<file path="src/hw/rtl/charger_dongle_capability_probe_macros.svh">
// ----------------------------------------------------------------------------
// Charger dongle capability probe - assertion macros
// Shared concurrent assertion forms, clocked on clk, disabled in reset.
// ----------------------------------------------------------------------------
`ifndef CHARGER_DONGLE_CAPABILITY_PROBE_MACROS_SVH
`define CHARGER_DONGLE_CAPABILITY_PROBE_MACROS_SVH

// Same-cycle implication
`define DCP_ASSERT_IMP(label, ante, cons, msg) \
  label: assert property (@(posedge clk) disable iff (!rst_n) (ante) |-> (cons)) \
    else $error(msg);

// Next-cycle implication
`define DCP_ASSERT_NXT(label, ante, cons, msg) \
  label: assert property (@(posedge clk) disable iff (!rst_n) (ante) |=> (cons)) \
    else $error(msg);

`endif

</file>
<file path="src/hw/rtl/dcp_pkg.sv">
// ----------------------------------------------------------------------------
// dcp_pkg
// Types and constants shared by the capability probe modules.
// ----------------------------------------------------------------------------
package dcp_pkg;

  // Item kinds (input tuser)
  typedef enum logic [1:0] {
    KIND_TICK   = 2'd0,
    KIND_ATTACH = 2'd1,
    KIND_POWER  = 2'd2,
    KIND_READ   = 2'd3
  } kind_t;

  // Probe sequencer phases, one-hot
  typedef enum logic [4:0] {
    PH_IDLE   = 5'b00001,
    PH_POLL   = 5'b00010,
    PH_WINDOW = 5'b00100,
    PH_PULSE  = 5'b01000,
    PH_HOLD   = 5'b10000
  } phase_t;

  // Pin modes
  localparam logic [1:0] MODE_RELEASED = 2'd0;
  localparam logic [1:0] MODE_PULLUP   = 2'd1;
  localparam logic [1:0] MODE_LOW      = 2'd2;

  // Attach values
  localparam logic [1:0] ATT_ATTACHED = 2'd0;
  localparam logic [1:0] ATT_DETACHED = 2'd1;
  localparam logic [1:0] ATT_INVALID  = 2'd2;
  localparam logic [1:0] ATT_UNUSED   = 2'd3;

  // Power events
  localparam logic [1:0] PWR_NONE  = 2'd0;
  localparam logic [1:0] PWR_GOOD  = 2'd1;
  localparam logic [1:0] PWR_FAULT = 2'd2;

  // Configuration register indexes
  localparam int unsigned CFG_IDX_W = 3;
  localparam int unsigned CFG_DATA_W = 16;
  localparam logic [CFG_IDX_W-1:0] CFG_POLL_LIMIT   = 3'd0;
  localparam logic [CFG_IDX_W-1:0] CFG_FIRST_WINDOW = 3'd1;
  localparam logic [CFG_IDX_W-1:0] CFG_PULSE        = 3'd2;
  localparam logic [CFG_IDX_W-1:0] CFG_WINDOW       = 3'd3;
  localparam logic [CFG_IDX_W-1:0] CFG_HOLD         = 3'd4;

  // Register reset values
  localparam logic [7:0]  RST_POLL_LIMIT   = 8'd100;
  localparam logic [15:0] RST_FIRST_WINDOW = 16'd200;
  localparam logic [15:0] RST_PULSE        = 16'd10;
  localparam logic [15:0] RST_WINDOW       = 16'd100;
  localparam logic [15:0] RST_HOLD         = 16'd1000;

  // Detected currents and reported voltage
  localparam logic [11:0] MA_NONE = 12'd0;
  localparam logic [11:0] MA_500  = 12'd500;
  localparam logic [11:0] MA_1500 = 12'd1500;
  localparam logic [11:0] MA_3000 = 12'd3000;
  localparam logic [12:0] MV_5000 = 13'd5000;

  // Stream data widths in bits
  localparam int unsigned IN_DATA_W  = 8;
  localparam int unsigned OUT_DATA_W = 32;

  typedef struct packed {
    kind_t      kind;
    logic       pin_level;
    logic [1:0] attach_value;
    logic [1:0] power_event;
  } in_item_t;

  typedef struct packed {
    logic [1:0]  pin_mode;
    logic [11:0] current_ma;
    logic [12:0] voltage_mv;
    logic        notify;
    logic        busy_res;
    logic        rejected;
  } out_item_t;

endpackage

</file>
<file path="src/hw/rtl/charger_dongle_capability_probe.sv">
// ----------------------------------------------------------------------------
// charger_dongle_capability_probe
// Attach/power tracking and timed one-wire capability probe, stream wrapper.
// ----------------------------------------------------------------------------
// Usage:
//   Slave channel in_*: one word per tick (100 us), attach event, power event
//   or read request; the kind travels in in_tuser. Master channel out_*: one
//   result word per input word, in order, with pin mode, current, voltage,
//   notify, busy and rejected flags.
//   Path: an accepted word passes two register stages, the input word register
//   and then the result register, before its result shows on out_*.
//   Throughput: one word per cycle unless the receiver stalls; the whole step
//   is one pass through the sequencer logic between the two registers.
//   If the receiver stalls, one more word is still taken into the input
//   register; after that in_tready drops until out_tready returns.
//   Reset (rst_n low, synchronous) empties both registers, loads the config
//   defaults and returns the probe to idle with attach invalid and no power.
//   Config writes (cfg_we/cfg_index/cfg_data) take effect at the next edge
//   and are meant for when the block is idle.
// ----------------------------------------------------------------------------
module charger_dongle_capability_probe import dcp_pkg::*; (
  input  logic                  clk,
  input  logic                  rst_n,
  input  logic                  cfg_we,
  input  logic [CFG_IDX_W-1:0]  cfg_index,
  input  logic [CFG_DATA_W-1:0] cfg_data,
  input  logic                  in_tvalid,
  output logic                  in_tready,
  input  logic [IN_DATA_W-1:0]  in_tdata,   // pin_level, attach_value[1:0], power_event[1:0]
  input  logic [1:0]            in_tuser,   // kind
  output logic                  out_tvalid,
  input  logic                  out_tready,
  // pin_mode[1:0], current_ma[11:0], voltage_mv[12:0], notify, busy_res, rejected
  output logic [OUT_DATA_W-1:0] out_tdata
);

  in_item_t  in_item, held_item;
  out_item_t res, out_item;
  logic      held_valid, out_free, fire;

  // Unpack slave word
  always_comb begin
    in_item.kind         = kind_t'(in_tuser);
    in_item.pin_level    = in_tdata[0];
    in_item.attach_value = in_tdata[2:1];
    in_item.power_event  = in_tdata[4:3];
  end

  assign fire = held_valid && out_free;

  dcp_in_stage u_in (
    .clk        (clk),
    .rst_n      (rst_n),
    .in_valid   (in_tvalid),
    .in_ready   (in_tready),
    .in_item    (in_item),
    .take       (fire),
    .held_valid (held_valid),
    .held_item  (held_item)
  );

  dcp_engine u_engine (
    .clk       (clk),
    .rst_n     (rst_n),
    .cfg_we    (cfg_we),
    .cfg_index (cfg_index),
    .cfg_data  (cfg_data),
    .fire      (fire),
    .item      (held_item),
    .res       (res)
  );

  dcp_out_stage u_out (
    .clk       (clk),
    .rst_n     (rst_n),
    .load      (fire),
    .res       (res),
    .free      (out_free),
    .out_valid (out_tvalid),
    .out_ready (out_tready),
    .out_item  (out_item)
  );

  // Pack master word
  assign out_tdata = {2'b00, out_item.rejected, out_item.busy_res, out_item.notify,
                      out_item.voltage_mv, out_item.current_ma, out_item.pin_mode};

endmodule

</file>
<file path="src/hw/rtl/dcp_in_stage.sv">
// ----------------------------------------------------------------------------
// dcp_in_stage
// Input word register; holds one word while the engine waits for the output.
// ----------------------------------------------------------------------------
module dcp_in_stage import dcp_pkg::*; (
  input  logic     clk,
  input  logic     rst_n,
  input  logic     in_valid,
  output logic     in_ready,
  input  in_item_t in_item,
  input  logic     take,       // engine consumes the held word
  output logic     held_valid,
  output in_item_t held_item
);

  logic     valid_r;
  in_item_t item_r;

  assign in_ready   = !valid_r || take;
  assign held_valid = valid_r;
  assign held_item  = item_r;

  // Valid flag
  always_ff @(posedge clk) begin
    if (!rst_n) begin
      valid_r <= 1'b0;
    end else if (in_ready) begin
      valid_r <= in_valid;
    end
  end

  // Payload
  always_ff @(posedge clk) begin
    if (in_valid && in_ready) begin
      item_r <= in_item;
    end
  end

endmodule

</file>
<file path="src/hw/rtl/dcp_engine.sv">
// ----------------------------------------------------------------------------
// dcp_engine
// Config registers, attach/power state and the tick-driven probe sequencer.
// ----------------------------------------------------------------------------
`include "charger_dongle_capability_probe_macros.svh"

module dcp_engine import dcp_pkg::*; (
  input  logic                  clk,
  input  logic                  rst_n,
  input  logic                  cfg_we,
  input  logic [CFG_IDX_W-1:0]  cfg_index,
  input  logic [CFG_DATA_W-1:0] cfg_data,
  input  logic                  fire,
  input  in_item_t              item,
  output out_item_t             res
);

  // Config registers
  logic [7:0]  poll_lim_r;
  logic [15:0] first_win_r, pulse_r, win_r, hold_r;

  // Block state
  logic [1:0]  attach_r, attach_nxt;
  logic [1:0]  power_r, power_nxt;
  logic [11:0] found_r, found_nxt;
  phase_t      phase_r, phase_nxt;
  logic [15:0] timer_r, timer_nxt;
  logic [1:0]  stage_r, stage_nxt;

  logic        busy;
  logic [1:0]  att;
  logic [15:0] t_inc;
  logic [15:0] win_tgt, win_tgt1, pulse_tgt1, hold_tgt;
  logic [11:0] stage_ma;
  logic        changed;
  logic        notify;
  logic        rejected;
  logic [11:0] cur;
  logic [12:0] volt;

  assign busy       = (phase_r != PH_IDLE);
  assign att        = (item.attach_value == ATT_UNUSED) ? ATT_INVALID : item.attach_value;
  assign t_inc      = timer_r + 16'd1;
  assign win_tgt    = (stage_r == 2'd0) ? first_win_r : win_r;
  assign win_tgt1   = (win_tgt == 16'd0) ? 16'd1 : win_tgt;
  assign pulse_tgt1 = (pulse_r == 16'd0) ? 16'd1 : pulse_r;
  assign hold_tgt   = (found_r != MA_NONE) ? hold_r : 16'd0;
  assign stage_ma   = (stage_r == 2'd0) ? MA_500 : ((stage_r == 2'd1) ? MA_1500 : MA_3000);

  // Next state for one word
  always_comb begin
    attach_nxt = attach_r;
    power_nxt  = power_r;
    found_nxt  = found_r;
    phase_nxt  = phase_r;
    timer_nxt  = timer_r;
    stage_nxt  = stage_r;
    changed    = 1'b0;
    notify     = 1'b0;
    rejected   = 1'b0;
    cur        = MA_NONE;
    volt       = 13'd0;

    case (item.kind)
      KIND_TICK: begin
        case (phase_r)
          PH_POLL: begin
            if (item.pin_level) begin
              phase_nxt = PH_WINDOW;
              timer_nxt = 16'd0;
              stage_nxt = 2'd0;
            end else if (t_inc >= {8'd0, poll_lim_r}) begin
              found_nxt = MA_NONE;
              phase_nxt = PH_HOLD;
              timer_nxt = 16'd0;
            end else begin
              timer_nxt = t_inc;
            end
          end
          PH_WINDOW: begin
            if (t_inc < win_tgt1) begin
              timer_nxt = t_inc;
            end else if (!item.pin_level) begin
              found_nxt = stage_ma;
              phase_nxt = PH_HOLD;
              timer_nxt = 16'd0;
            end else if (stage_r >= 2'd2) begin
              found_nxt = MA_NONE;
              phase_nxt = PH_HOLD;
              timer_nxt = 16'd0;
            end else begin
              stage_nxt = stage_r + 2'd1;
              phase_nxt = PH_PULSE;
              timer_nxt = 16'd0;
            end
          end
          PH_PULSE: begin
            if (t_inc >= pulse_tgt1) begin
              phase_nxt = PH_WINDOW;
              timer_nxt = 16'd0;
            end else begin
              timer_nxt = t_inc;
            end
          end
          PH_HOLD: begin
            if (timer_r >= hold_tgt) begin
              phase_nxt = PH_IDLE;
              timer_nxt = 16'd0;
              stage_nxt = 2'd0;
              notify    = 1'b1;
            end else begin
              timer_nxt = t_inc;
            end
          end
          default: begin
            phase_nxt = PH_IDLE;
          end
        endcase
      end
      KIND_READ: begin
        if (attach_r == ATT_DETACHED && power_r == PWR_GOOD && found_r != MA_NONE) begin
          cur  = found_r;
          volt = MV_5000;
        end
      end
      KIND_ATTACH: begin
        if (busy) begin
          rejected = 1'b1;
        end else if (att != attach_r) begin
          found_nxt  = MA_NONE;
          attach_nxt = att;
          changed    = 1'b1;
        end
      end
      default: begin
        // power event
        if (busy) begin
          rejected = 1'b1;
        end else begin
          found_nxt = MA_NONE;
          if (power_r != PWR_FAULT && power_r != item.power_event) begin
            power_nxt = item.power_event;
            changed   = 1'b1;
          end
        end
      end
    endcase

    // State change: start a probe or notify at once
    if (changed) begin
      if (power_nxt == PWR_GOOD && attach_nxt == ATT_DETACHED) begin
        phase_nxt = PH_POLL;
        timer_nxt = 16'd0;
        stage_nxt = 2'd0;
      end else begin
        notify = 1'b1;
      end
    end
  end

  // Result word
  always_comb begin
    res.current_ma = cur;
    res.voltage_mv = volt;
    res.notify     = notify;
    res.rejected   = rejected;
    res.busy_res   = (phase_nxt != PH_IDLE);
    case (phase_nxt)
      PH_POLL, PH_WINDOW: res.pin_mode = MODE_PULLUP;
      PH_PULSE, PH_HOLD:  res.pin_mode = MODE_LOW;
      default:            res.pin_mode = MODE_RELEASED;
    endcase
  end

  // Config registers
  always_ff @(posedge clk) begin
    if (!rst_n) begin
      poll_lim_r  <= RST_POLL_LIMIT;
      first_win_r <= RST_FIRST_WINDOW;
      pulse_r     <= RST_PULSE;
      win_r       <= RST_WINDOW;
      hold_r      <= RST_HOLD;
    end else if (cfg_we) begin
      case (cfg_index)
        CFG_POLL_LIMIT:   poll_lim_r  <= cfg_data[7:0];
        CFG_FIRST_WINDOW: first_win_r <= cfg_data;
        CFG_PULSE:        pulse_r     <= cfg_data;
        CFG_WINDOW:       win_r       <= cfg_data;
        CFG_HOLD:         hold_r      <= cfg_data;
        default:          ;
      endcase
    end
  end

  // State registers
  always_ff @(posedge clk) begin
    if (!rst_n) begin
      attach_r <= ATT_INVALID;
      power_r  <= PWR_NONE;
      found_r  <= MA_NONE;
      phase_r  <= PH_IDLE;
      timer_r  <= 16'd0;
      stage_r  <= 2'd0;
    end else if (fire) begin
      attach_r <= attach_nxt;
      power_r  <= power_nxt;
      found_r  <= found_nxt;
      phase_r  <= phase_nxt;
      timer_r  <= timer_nxt;
      stage_r  <= stage_nxt;
    end
  end

  // Checks
  `DCP_ASSERT_NXT(a_reject_keeps_state, fire && rejected,
    $stable(attach_r) && $stable(power_r) && $stable(found_r), "rejected event changed state")
  `DCP_ASSERT_NXT(a_notify_ends_idle, fire && notify, phase_r == PH_IDLE,
    "notify raised while probe still running")
  `DCP_ASSERT_IMP(a_found_legal, found_r != MA_NONE,
    found_r == MA_500 || found_r == MA_1500 || found_r == MA_3000, "illegal found current")
  `DCP_ASSERT_IMP(a_idle_timer_clear, phase_r == PH_IDLE, timer_r == 16'd0,
    "timer not cleared in idle")

endmodule

</file>
<file path="src/hw/rtl/dcp_out_stage.sv">
// ----------------------------------------------------------------------------
// dcp_out_stage
// Result word register toward the master side.
// ----------------------------------------------------------------------------
module dcp_out_stage import dcp_pkg::*; (
  input  logic      clk,
  input  logic      rst_n,
  input  logic      load,
  input  out_item_t res,
  output logic      free,
  output logic      out_valid,
  input  logic      out_ready,
  output out_item_t out_item
);

  logic      valid_r;
  out_item_t item_r;

  assign free      = !valid_r || out_ready;
  assign out_valid = valid_r;
  assign out_item  = item_r;

  // Valid flag
  always_ff @(posedge clk) begin
    if (!rst_n) begin
      valid_r <= 1'b0;
    end else if (free) begin
      valid_r <= load;
    end
  end

  // Payload
  always_ff @(posedge clk) begin
    if (load) begin
      item_r <= res;
    end
  end

endmodule
</file>
<file path="config.mk">
export PLATFORM = sky130hd
export DESIGN_NAME = charger_dongle_capability_probe
export DESIGN_NICKNAME = d
export VERILOG_FILES = /design/src/hw/rtl/dcp_pkg.sv /design/src/hw/rtl/charger_dongle_capability_probe.sv /design/src/hw/rtl/dcp_in_stage.sv /design/src/hw/rtl/dcp_engine.sv /design/src/hw/rtl/dcp_out_stage.sv
export VERILOG_INCLUDE_DIRS = /design/src /design/src/hw/rtl
export SDC_FILE = /design/constraint.sdc
export NUM_CORES = 1
export LEC_CHECK = 0
export BUFFER_PORTS_ARGS = -buffer_cell sky130_fd_sc_hd__buf_4
export CAP_MARGIN = 30
export CORE_MARGIN = 2
export CORE_UTILIZATION = 54
export DETAILED_ROUTE_END_ITERATION = 10
export PLACE_DENSITY_LB_ADDON = 0.25
export SLEW_MARGIN = 20
export SYNTH_ARGS = -nofsm -noshare
export SYNTH_HDL_FRONTEND = slang
export SYNTH_SLANG_ARGS = --single-unit
</file>
<file path="constraint.sdc">
create_clock -name clk -period 4.15 [get_ports clk]
set_input_delay 0.83 -clock clk [delete_from_list [all_inputs] [get_ports clk]]
set_output_delay 0.83 -clock clk [all_outputs]
set_load 0.02 [all_outputs]
</file>
Word-level counts from Yosys, hierarchy flattened
Index checks and enable logic that the tools add are counted.

storage, ports and cells
  output and inout bits = 34
  input port bits = 34
  bits in registers = 150

operators by class
  bitwise gates (word level) = 1
  magnitude comparators = 5
  reduce and logical (&&, ||, !) cells = 27
  equality and inequality tests = 33
  add/sub/neg operators = 2
  muxes and demuxes = 65

operators with widths
  cell                                                                      number
  16-bit 2-to-1 mux                                                         12
  12-bit 2-to-1 mux                                                         10
  16-bit one-hot mux with 4 select lines                                    1
  5-bit 2-to-1 mux                                                          10
  12-bit one-hot mux with 3 select lines                                    1
  16-bit greater-or-equal comparator                                        2
  16-bit logical NOT                                                        2
  2-bit 2-to-1 mux                                                          15
  12-bit one-hot mux with 2 select lines                                    1
  5-bit one-hot mux with 4 select lines                                     1
  16-bit by 1-bit adder with 16-bit output (second input constant)          1
  16-bit by 8-bit greater-or-equal comparator with 1-bit output             1
  16-bit < comparator                                                       1
  13-bit 2-to-1 mux                                                         1
  2-bit by 1-bit equality test with 1-bit output (second input constant)    6
  2-bit AND reduction                                                       6
  12-bit nonzero test                                                       1
  5-bit by 2-bit equality test with 1-bit output (second input constant)    2
  5-bit by 3-bit equality test with 1-bit output (second input constant)    2
  5-bit by 4-bit equality test with 1-bit output (second input constant)    2
  5-bit equality test (second input constant)                               2
  1-bit 2-to-1 mux                                                          10
  5-bit by 1-bit inequality test with 1-bit output (second input constant)  2
  10-bit AND reduction                                                      1
  23 further kinds                                                          40

Logic depth before layout (Yosys ltp)
Gate-level depths: netlist of the first run.

  depth in word-level cells = 13
  depth in mapped cells = 16
  gate-level depth less buffers = 14

Hierarchy
Synthesis of the first run repeated with hierarchy kept, for this count alone.

second synthesis, totals
  cells, all modules = 922
  area total of the unflattened synthesis = 7953.9 um^2

by module, submodules not included
  module                           sequential area each (um^2)  cells each  area each (um^2)  instances
  dcp_engine                       2102.0                       872         6711.4            1
  dcp_out_stage                    920.9                        34          949.7             1
  dcp_in_stage                     230.2                        12          267.8             1
  charger_dongle_capability_probe  0.0                          4           25.0              1

Worst setup path before layout of the first run
Ideal clock, no wire load.

  path type = register -> register
  from = reg u_engine.stage_r[1]
  to = reg u_out.item_r, in the netlist u_out.out_item[1], data pin
  clock period less this slack = 4.110 ns
  buffers on the path = 3
  slack = 0.040 ns
  stages on the path, launching flop included = 16
  data arrival time = 3.844 ns
  required time = 3.884 ns
  path through = dfxtp_1 > inv_1 > ha_1 > clkbuf_1 > clkbuf_1 > clkbuf_1 > mux2i_1 > ha_1 > and4_1 > nand2_1 > a211o_1 > nor3_1 > nor3_2 > o41ai_2 > nand3_2 > or3b_1

RTL lines
  what                    RTL line             source
  from (decl)             dcp_engine.sv:28     logic [1:0] stage_r, stage_nxt;
  from (signal assigned)  dcp_engine.sv:210    stage_r <= stage_nxt;
  to (signal assigned)    dcp_out_stage.sv:35  item_r <= res;
  to (decl)               dcp_out_stage.sv:17  out_item_t item_r;

Worst setup path after layout of the first run
  from = reg u_engine.stage_r[1]
  to = reg u_engine.timer_r[2]

between the ends
  longest elaborated chain between the ends = 10

RTL lines
  what                                        RTL line           source
  2-bit logical NOT (*)                       dcp_engine.sv:44   assign win_tgt = (stage_r == 2'd0) ? first_win_r : win_r;
  16-bit 2-to-1 mux (*)                       dcp_engine.sv:44
  16-bit logical NOT                          dcp_engine.sv:45   assign win_tgt1 = (win_tgt == 16'd0) ? 16'd1 : win_tgt;
  16-bit 2-to-1 mux (*)                       dcp_engine.sv:45
  16-bit < comparator (*)                     dcp_engine.sv:81   if (t_inc < win_tgt1) begin
  16-bit 2-to-1 mux (*)                       dcp_engine.sv:81
  16-bit one-hot mux with 4 select lines (*)  dcp_engine.sv:66   case (phase_r)
  16-bit 2-to-1 mux (*)                       dcp_engine.sv:64   case (item.kind)
  16-bit 2-to-1 mux                           dcp_engine.sv:151  if (power_nxt == PWR_GOOD && attach_nxt == ATT_DETACHED) begin
  16-bit 2-to-1 mux (*)                       dcp_engine.sv:150  if (changed) begin
  to (signal assigned)                        dcp_engine.sv:209  timer_r <= timer_nxt;
  to (decl)                                   dcp_engine.sv:27   logic [15:0] timer_r, timer_nxt;

Mark *: on every way between the ends. The rest lies on a longest branch, timed or not.
A chain may end at the register's enable or synchronous reset.

==> impl_metrics.json, run 1 <==
{
  "sw_frac_of_total": 0.2367,
  "p_clk_frac": 0.489,
  "cp-startpoint": "u_engine.stage_r[1]$_SDFFE_PN0P_",
  "ys.flop_type": "dfxtp_1",
  "netlist_area_um2": 7405,
  "hpwl_um": 13010,
  "place.gp.congestion": 0.9056,
  "syn-instance-count": 899,
  "grt_max_degree": 52,
  "fin_worst_skew_ns": 0.005147,
  "worst_slew_pin_slew_ns": 0.7358,
  "start_kind": "register",
  "p_per_area_nw_per_um2": 345.8,
  "irDropWorstVdd_uv": 292.7,
  "root_buffer": "clkbuf_16",
  "worst_slack_ns": 0.06402,
  "synth_edf_count": 19,
  "min_to": "u_engine.hold_r[0]$_SDFFE_PN0P_",
  "end_kind": "register",
  "synth_seq_cells": 126,
  "cts_tree": "done",
  "antenna_found_initial": 1,
  "min_period_ns": 4.086,
  "switching_power_uw": 711.5,
  "status": "completed",
  "ios": 68,
  "die_height_um": 121.1,
  "reg2reg_depth": 15,
  "cts_buffers": 17,
  "crit_type": "register to register",
  "ys_types": 72,
  "fin_setup_tns_ns": 0,
  "combPwrFrac": 0.079,
  "fmax_ghz": 0.2447,
  "grt_overflow": 0,
  "grt_first_pass_wirelength_um": 29440,
  "drt_iter0_drc": 454,
  "vias": 6558,
  "grt_pass1_vias": 5964,
  "pwr-share-seq": 0.432,
  "cp_max_fo": 20,
  "cts.sinks": 126,
  "crit_arrival_ns": 4.45,
  "power_leakage_uw": 0.003726,
  "clk_path_buf_depth": 2,
  "ctsHoldBuffers": 0,
  "place_ws_ns": 0.07713,
  "fin_nets": 1057,
  "final_util": 0.6539,
  "final_common_cell": "nand2_1",
  "rows": 42,
  "min_path_cells": 2,
  "finalWirelength_um": 18430,
  "wl_per_cell_um": 16.06,
  "via_per_inst": 5.713,
  "post-cts-setup-buffer-count": 0,
  "hold_path_class": "register to register",
  "start_util": 0.5569,
  "grtUsageTotal": 0.2567,
  "die_x_um": 121.1,
  "synth_area_leaders": "dfxtp_1 (29%), ha_1 (11%), nand2_1 (11%), edfxtp_1 (7.7%), a21oi_1 (5.3%)",
  "hp-start": "u_engine.hold_r[0]$_SDFFE_PN0P_",
  "dieArea_um2": 14670,
  "setup-violations-final": 0,
  "clk_pin_slew_ns": 0.06,
  "ys_warn_count": 0,
  "antenna_cells": 0,
  "rr_endpoint": "u_engine.timer_r[2]$_SDFFE_PN0P_",
  "r2r_slack_ns": 0.06,
  "final_hold_viol_count": 0,
  "drv_cap": 0,
  "relSlewSlack": 0.4968,
  "r2r_start": "u_engine.stage_r[1]$_SDFFE_PN0P_",
  "fin_crit_sh": 0.9846,
  "synth_top_area_share": 0.2893,
  "syn_area_per_cell_um2": 8.236,
  "p_int_uw": 2294,
  "drive_above_1_share": 0.1512,
  "drtAntennaViolNets": 0,
  "final_cell_mix": "nand2_1 (211), dfxtp_1 (105), buf_4 (87)",
  "drc": 0,
  "clock_latency_ns": 0.42,
  "yosysSeqAreaShare": 0.3663,
  "area_growth_pct": 17.40,
  "synth_top_cell_by_area": "dfxtp_1",
  "postSynth.asyncResetShare": 0,
  "firstDrtPassIters": 5,
  "htree_levels": 4,
  "core-area_um2": 13300,
  "drv_slew": 0,
  "port_buffers": 52,
  "required_ns": 4.52
}
cells by family after synthesis:
family / synth area share
compound gates: 0.1676
xor+xnor: 0.01183
fa+ha+maj: 0.1081
buf+inv: 0.06320
flops: 0.3663
mux: 0.03109
other cells: 0.0005064
simple gates: 0.2513
critical path: stages, from the launching register on:
cell and delay, ns:
dfxtp_1 0.32, inv_1 0.13, ha_1 0.29, buf_12 0.22, mux2i_1 0.25, ha_1 0.29
a21oi_1 0.18, nand2_1 0.08, a2111oi_0 0.70, o21ai_2 0.21, nor3_4 0.30, buf_4 0.17
o31ai_4 0.07, buf_12 0.16, a2111oi_0 0.51, a21o_1 0.13
through the flow:
step / power [uW] / cells / hold WS [ns] / area, um2
3_5_place_dp: 1555 / 1115 / 0.4470 / 8049
3_3_place_gp: 1549 / 1114 / 0.4447 / 8041
6_report: 3006 / 1148 / 0.4552 / 8693
2_1_floorplan: 1475 / 910 / 0.4317 / 7446
4_1_cts: 3018 / 1147 / 0.4544 / 8630
5_1_grt: 3092 / 1148 / 0.4731 / 8693
synthesized netlist by cell type (3+ instances only):
library cell  count
clkbuf_1         34
o211ai_1         10
nor3b_1           4
xnor2_1           4
or3b_1            4
a221oi_1          4
nor4_1           12
o31ai_1           3
nand4_1           5
mux2i_1          23
or3_1             6
nor4b_1           3
and3_1            9
a2111oi_2         4
inv_1            42
a211oi_1          4
a21o_1           15
and4_1            5
nor3_1           12
xor2_1            6
ha_1             64
nor2b_1           7
nand2b_1          7
buf_4            20
a2111oi_0         5
or4_1             4
dfxtp_1         107
nand3b_1          6
buf_1             3
nand2_1         211
a21oi_1          79
and2_1           18
or2_2             6
nor2_1           29
edfxtp_1         19
nand3_1          30
o21a_1            6
o21ai_1           4
o21ai_0          25
routing by layer:
layer,GRT usage,wire (um)
met5,0,0
met2,0.4010,8523
met1,0.3511,8417
met4,0.09593,339
met3,0.05075,1152
cell type report:
type	count	area (um2)
Sequential cell	126	2718
Timing Repair Buffer	90	713.2
Tap cell	176	220.2
Clock buffer	19	432.9
Fill cell	1128	4602
Inverter	42	157.7
Clock inverter	13	147.6
Multi-Input combinational cell	682	4304
power groups by stage:
stage,sequential (uW),combinational [uW],clock (uW)
after global routing,1300,260,1530
final,1300,238,1470
after global placement,1320,227,0
after detailed placement,1320,232,0
after floorplan,1320,151,0
after CTS,1300,233,1490
sequential cells by signal, indices dropped and copies added, names as in the netlist:
name / count
u_engine.first_win_r: 16
u_engine.hold_r: 16
u_engine.pulse_r: 16
u_engine.timer_r: 16
u_engine.win_r: 16
u_out.out_item: 12
u_engine.poll_lim_r: 8
u_in.held_item: 7
u_engine.found_r: 6
u_engine.phase_r: 5
u_engine.attach_r: 2
u_engine.power_r: 2
u_engine.stage_r: 2
u_in.held_valid: 1
u_out.out_valid: 1
worst max path at each step:
| stage | endpoint | slack [ns] | depth (start not counted) |
|---|---|---|---|
| 6_report | u_engine.timer_r[2]$_SDFFE_PN0P_ | 0.06 | 15 |
| 5_1_grt | u_engine.timer_r[2]$_SDFFE_PN0P_ | -0.08 | 15 |
| 4_1_cts | u_out.out_item[1]$_DFFE_PP_ | 0.08 | 14 |
| 3_5_place_dp | u_out.out_item[1]$_DFFE_PP_ | 0.08 | 14 |
| 3_3_place_gp | u_out.out_item[1]$_DFFE_PP_ | 0.1 | 13 |
| 2_1_floorplan | u_out.out_item[1]$_DFFE_PP_ | 0.04 | 15 |
repair_timing:
action | in CTS | in global routing
setup endpoints to repair | 0 | 14
hold endpoints to repair | 0 | 0
gates resized for setup | 0 | 11
(Power assumes the default switching activity.)
==> run 2, diff against run 1 <==
--- a/config.mk
+++ b/config.mk
@@ -9,7 +9,7 @@
 export BUFFER_PORTS_ARGS = -buffer_cell sky130_fd_sc_hd__buf_4
 export CAP_MARGIN = 30
 export CORE_MARGIN = 2
-export CORE_UTILIZATION = 54
+export CORE_UTILIZATION = 57
 export DETAILED_ROUTE_END_ITERATION = 10
 export PLACE_DENSITY_LB_ADDON = 0.25
 export SLEW_MARGIN = 20
==> constraint.sdc (replaced) <==
create_clock -name clk -period 4.5 [get_ports clk]
set_input_delay 0.9 -clock clk [delete_from_list [all_inputs] [get_ports clk]]
set_output_delay 0.9 -clock clk [all_outputs]
set_load 0.02 [all_outputs]
==> impl_metrics.json, run 2 (synthesis gave the netlist of run 1 again) <==
{
  "drtAntennaViolNets": 0,
  "switching_power_uw": 641.6,
  "crit_chain": "nand4_1, or3_1, or2_2, nand2_1, ha_1, and3_1, a221o_1, a221o_1, a211o_1, nor2b_1, o41ai_2, nand3_2, or3b_1",
  "p_clk_frac": 0.486,
  "clk_path_buf_depth": 2,
  "rsz0062_at_grt": "no",
  "cts_buffers": 17,
  "min_period_ns": 4.254,
  "cpMostUsedCell": "a221o_1",
  "clk_pin_slew_ns": 0.06,
  "cp_num_buf_inv": 0,
  "crit_family": "simple AND/OR/NAND/NOR gates",
  "cts.sinks": 126,
  "grt_max_degree": 53,
  "via_per_inst": 5.751,
  "wl_met1_um": 8233,
  "irDropWorstVdd_uv": 225.8,
  "status": "completed",
  "start_util": 0.5844,
  "place.gp.congestion": 0.8910,
  "r2r_start": "u_engine.timer_r[2]$_SDFFE_PN0P_",
  "crit_arrival_ns": 4.42,
  "fin_crit_sh": 0.9454,
  "setup-violations-final": 0,
  "root_buffer": "clkbuf_16",
  "core-area_um2": 12670,
  "die_height_um": 118.0,
  "rows": 41,
  "hpwl_um": 12900,
  "wl_met3_um": 1131,
  "drv_cap": 0,
  "fmax_ghz": 0.2351,
  "wl_per_cell_um": 15.83,
  "area_growth_pct": 14.99,
  "fin_worst_skew_ns": 0.006454,
  "grt_overflow": 0,
  "hp-start": "u_engine.hold_r[2]$_SDFFE_PN0P_",
  "drv_slew": 0,
  "port_buffers": 52,
  "die_x_um": 118.0,
  "end_kind": "register",
  "final_cell_mix": "nand2_1 (211), dfxtp_1 (107), a21oi_1 (79)",
  "cp-startpoint": "u_engine.timer_r[2]$_SDFFE_PN0P_",
  "final_common_cell": "nand2_1",
  "combPwrFrac": 0.078,
  "antenna_found_initial": 0,
  "fin_total_pwr_uw": 2749,
  "finalWirelength_um": 17860,
  "start_kind": "register",
  "cp_slowest_stage_delay_ns": 0.51,
  "place_ws_ns": 0.2972,
  "htree_levels": 4,
  "pwr-share-seq": 0.436,
  "cp_slowest_cell": "or3_1",
  "highest_layer": "met4",
  "whs_ns": 0.4557,
  "drc": 0,
  "grt_first_pass_wirelength_um": 29610,
  "cts_tree": "done",
  "drive_above_1_share": 0.1339,
  "final_hold_viol_count": 0,
  "drt_iter0_drc": 482,
  "worst_slack_ns": 0.2457,
  "p_per_area_nw_per_um2": 322.8,
  "fill_cells": 1073,
  "antenna_cells": 0,
  "crit_type": "register to register",
  "worst_slew_pin_slew_ns": 0.7841,
  "vias": 6487,
  "fin_setup_tns_ns": 0,
  "dieArea_um2": 13920,
  "cp_max_fo": 8,
  "required_ns": 4.66,
  "ctsHoldBuffers": 0,
  "fin_nets": 1041,
  "final_util": 0.6720,
  "grtUsageTotal": 0.2656,
  "ios": 68,
  "power_leakage_uw": 0.003640,
  "p_int_uw": 2107,
  "grt_pass1_vias": 6076,
  "sw_frac_of_total": 0.2334,
  "relSlewSlack": 0.4637,
  "clock_latency_ns": 0.42,
  "hold_path_class": "register to register",
  "wl_met2_um": 8094,
  "firstDrtPassIters": 5
}
==> run 2: changes by cell type in the layout (fill, tap and decap cells not counted), moves of 2 or more <==
cell / previous run / this run
clkbuf_1: 2 / 4
buf_12: 3 / 0
clkinvlp_4: 3 / 0
dfxtp_1: 105 / 107
clkinv_2: 3 / 6
clkinv_1: 3 / 0
buf_4: 87 / 73
clkbuf_8: 0 / 3
==> run 2: power groups by stage <==
stage	clock network, uW	registers, uW	logic (uW)
floorplan	0	1220	140
global placement	0	1220	207
detailed placement	0	1220	210
CTS	1340	1200	211
global route	1400	1200	238
finish	1340	1200	216
==> run 2: stage by stage <==
stage / instances / instance area [um2]
finish: 1128 / 8514
global route: 1128 / 8514
floorplan: 910 / 7446
detailed placement: 1095 / 7901
global placement: 1095 / 7899
CTS: 1127 / 8473
==> run 2: timing repair <==
| action | in CTS | in global routing |
|---|---|---|
| hold endpoints to repair | 0 | 0 |
| endpoints found under the setup margin | 0 | 3 |
| buffers inserted | 0 | 0 |
| resized for setup | 0 | 4 |
==> run 2: worst register-to-register path: stages, from the launching register on <==
cell and delay (ns):
dfxtp_1 0.48, nand4_1 0.17, or3_1 0.51, or2_2 0.34, nand2_1 0.12, ha_1 0.24
and3_1 0.18, a221o_1 0.34, a221o_1 0.31, a211o_1 0.33, nor2b_1 0.16, o41ai_2 0.29
nand3_2 0.13, or3b_1 0.38
==> run 2: final cells by class <==
type                    instances  area (um2)  share of cell area
clock buffers                  24       481.7             0.05658
clock inverters                 8       90.09             0.01058
inverters                      42       157.7             0.01852
multi-input cells             682        4282              0.5029
flip-flops and latches        126        2713              0.3186
well taps                     172       215.2             0.02528
repair buffers                 74       575.6             0.06760
==> run 2: layer usage <==
| layer | track usage | vias to the layer above |
|---|---|---|
| li1 | - | 3223 |
| met1 | 0.3695 | 2997 |
| met2 | 0.4081 | 231 |
| met3 | 0.04118 | 36 |
| met4 | 0.1167 | 0 |
| met5 | 0 | - |
==> run 2: worst paths after layout <==
path	endpoint	slack (ns)	cells past startpoint
min reg2reg	u_engine.hold_r[2]$_SDFFE_PN0P_	0.46	2
min	u_engine.hold_r[2]$_SDFFE_PN0P_	0.46	2
max	u_out.out_item[1]$_DFFE_PP_	0.25	13
max reg2reg	u_out.out_item[1]$_DFFE_PP_	0.25	13
==> run 3, diff against run 2 <==
--- a/config.mk
+++ b/config.mk
@@ -9,7 +9,7 @@
 export BUFFER_PORTS_ARGS = -buffer_cell sky130_fd_sc_hd__buf_4
 export CAP_MARGIN = 30
 export CORE_MARGIN = 2
-export CORE_UTILIZATION = 57
+export CORE_UTILIZATION = 60
 export DETAILED_ROUTE_END_ITERATION = 10
 export PLACE_DENSITY_LB_ADDON = 0.25
 export SLEW_MARGIN = 20
==> impl_metrics.json, run 3 (synthesis gave the netlist of run 1 again) <==
{
  "p_per_area_nw_per_um2": 315.6,
  "fin_nets": 1040,
  "cp_slowest_stage_delay_ns": 0.50,
  "final_hold_viol_count": 0,
  "clk_path_buf_depth": 2,
  "start_kind": "register",
  "dp_cells": 1069,
  "dpl_cell_area_um2": 7873,
  "die_x_um": 115.1,
  "htree_levels": 4,
  "grt_pass1_vias": 5893,
  "irDropWorstVdd_uv": 246.2,
  "cp_slowest_cell": "or3_1",
  "fin_worst_skew_ns": 0.006373,
  "ios": 68,
  "root_buffer": "clkbuf_16",
  "cts_tree": "done",
  "min_path_cells": 2,
  "relSlewSlack": 0.5122,
  "drt_iter0_drc": 546,
  "vias": 6497,
  "met1_usage": 0.4024,
  "grtUsageTotal": 0.2872,
  "grt_max_degree": 53,
  "start_util": 0.6165,
  "grt_use_met3": 0.05588,
  "ctsHoldBuffers": 0,
  "core-area_um2": 12010,
  "grt_first_pass_wirelength_um": 29700,
  "rsz0062_at_grt": "no",
  "final_cells": 1102,
  "crit_type": "register to register",
  "wl_per_cell_um": 16.38,
  "cts_buffers": 17,
  "place.gp.congestion": 0.9491,
  "cp_max_fo": 11,
  "cts.sinks": 126,
  "crit_chain": "nand4_1, or3_1, or2_2, nand2_1, ha_1, and3_1, a221o_1, a221o_1, a211o_1, o21ai_1, o31ai_4, buf_12, a2111oi_0, a21o_1",
  "crit_arrival_ns": 4.64,
  "fin_total_pwr_uw": 2662,
  "worst_slew_pin_slew_ns": 0.7317,
  "required_ns": 4.87,
  "rows": 40,
  "power_leakage_uw": 0.003615,
  "fin_setup_tns_ns": 0,
  "grt_overflow": 0,
  "drv_slew": 0,
  "cp_num_buf_inv": 1,
  "drtAntennaViolNets": 0,
  "hpwl_um": 12930,
  "hold_path_class": "register to register",
  "gr-usage-met2": 0.4373,
  "top_usage_layer": "met2",
  "drive_above_1_share": 0.1298,
  "fin_crit_sh": 0.9471,
  "port_buffers": 52,
  "area_growth_pct": 13.92,
  "setup-violations-final": 0,
  "die_height_um": 115.1,
  "drv_cap": 0,
  "status": "completed",
  "final_common_cell": "nand2_1",
  "finalWirelength_um": 18060,
  "antenna_cells": 0,
  "dieArea_um2": 13250,
  "clk_pin_slew_ns": 0.05,
  "clock_latency_ns": 0.43,
  "final_cell_mix": "nand2_1 (211), dfxtp_1 (107), a21oi_1 (79)",
  "antenna_found_initial": 0,
  "min_period_ns": 4.262,
  "cpMostUsedCell": "a221o_1",
  "reg2reg_depth": 14,
  "crit_family": "compound AO/OA/AOI/OAI gates",
  "design_area_um2": 8436,
  "firstDrtPassIters": 5,
  "crit_cells": 14,
  "via_per_inst": 5.896,
  "end_kind": "register",
  "drc": 0,
  "fmax_ghz": 0.2346
}
run 3: cell types whose count changed in the layout (fill, tap and decap cells not counted), sizes merged:
cell and change:
bufinv -2, clkbuf +2, buf -1, clkinv -1
clkinvlp +1
run 3: repair_timing:
action	4_1_cts	5_1_grt
setup endpoints to repair	0	1
buffers inserted	0	0
resized for setup	0	2
run 3: layout make-up:
class                   count  area, um2
clock buffers              26      500.5
clock inverters             6      32.53
fillers                   983       3576
inverters                  42      157.7
multi-input cells         682       4275
flip-flops and latches    126       2713
well taps                 147      183.9
repair buffers             73      573.1
run 3: worst min-delay path: cells and delay by family, from the launching register on:
kind	cells	cell delay, ns
flops	1	0.30
compound gates	1	0.05
simple gates	1	0.05
run 3: power breakdown:
part / switching (uW) / internal, uW / total (uW) / leakage, uW
clock network: 489 / 760 / 1250 / 0.000263
registers: 23.2 / 1170 / 1200 / 0.00105
logic: 136 / 80.3 / 217 / 0.00230
run 3: path summary, 6_finish.rpt:
kind	startpoint	end	slack, ns
max	u_engine.timer_r[3]$_SDFFE_PN0P_	u_engine.timer_r[2]$_SDFFE_PN0P_	0.24
min	u_engine.hold_r[0]$_SDFFE_PN0P_	u_engine.hold_r[0]$_SDFFE_PN0P_	0.45
max reg2reg	u_engine.timer_r[3]$_SDFFE_PN0P_	u_engine.timer_r[2]$_SDFFE_PN0P_	0.24
min reg2reg	u_engine.hold_r[0]$_SDFFE_PN0P_	u_engine.hold_r[0]$_SDFFE_PN0P_	0.45
run 3: metrics by stage:
step	util	setup slack, ns	hold slack [ns]
after floorplan	-	0.3903	0.4317
after global placement	0.6554	0.3544	0.4390
after detailed placement	0.6554	0.2797	0.4445
after CTS	0.6998	0.2667	0.4521
after global routing	0.7023	0.01870	0.4820
final	0.7023	0.2380	0.4484
run 3: per-layer routing:
layer | vias up | part of all wire
li1 | 3224 | -
met1 | 3035 | 0.47
met2 | 209 | 0.46
met3 | 29 | 0.051
met4 | 0 | 0.025
met5 | - | 0
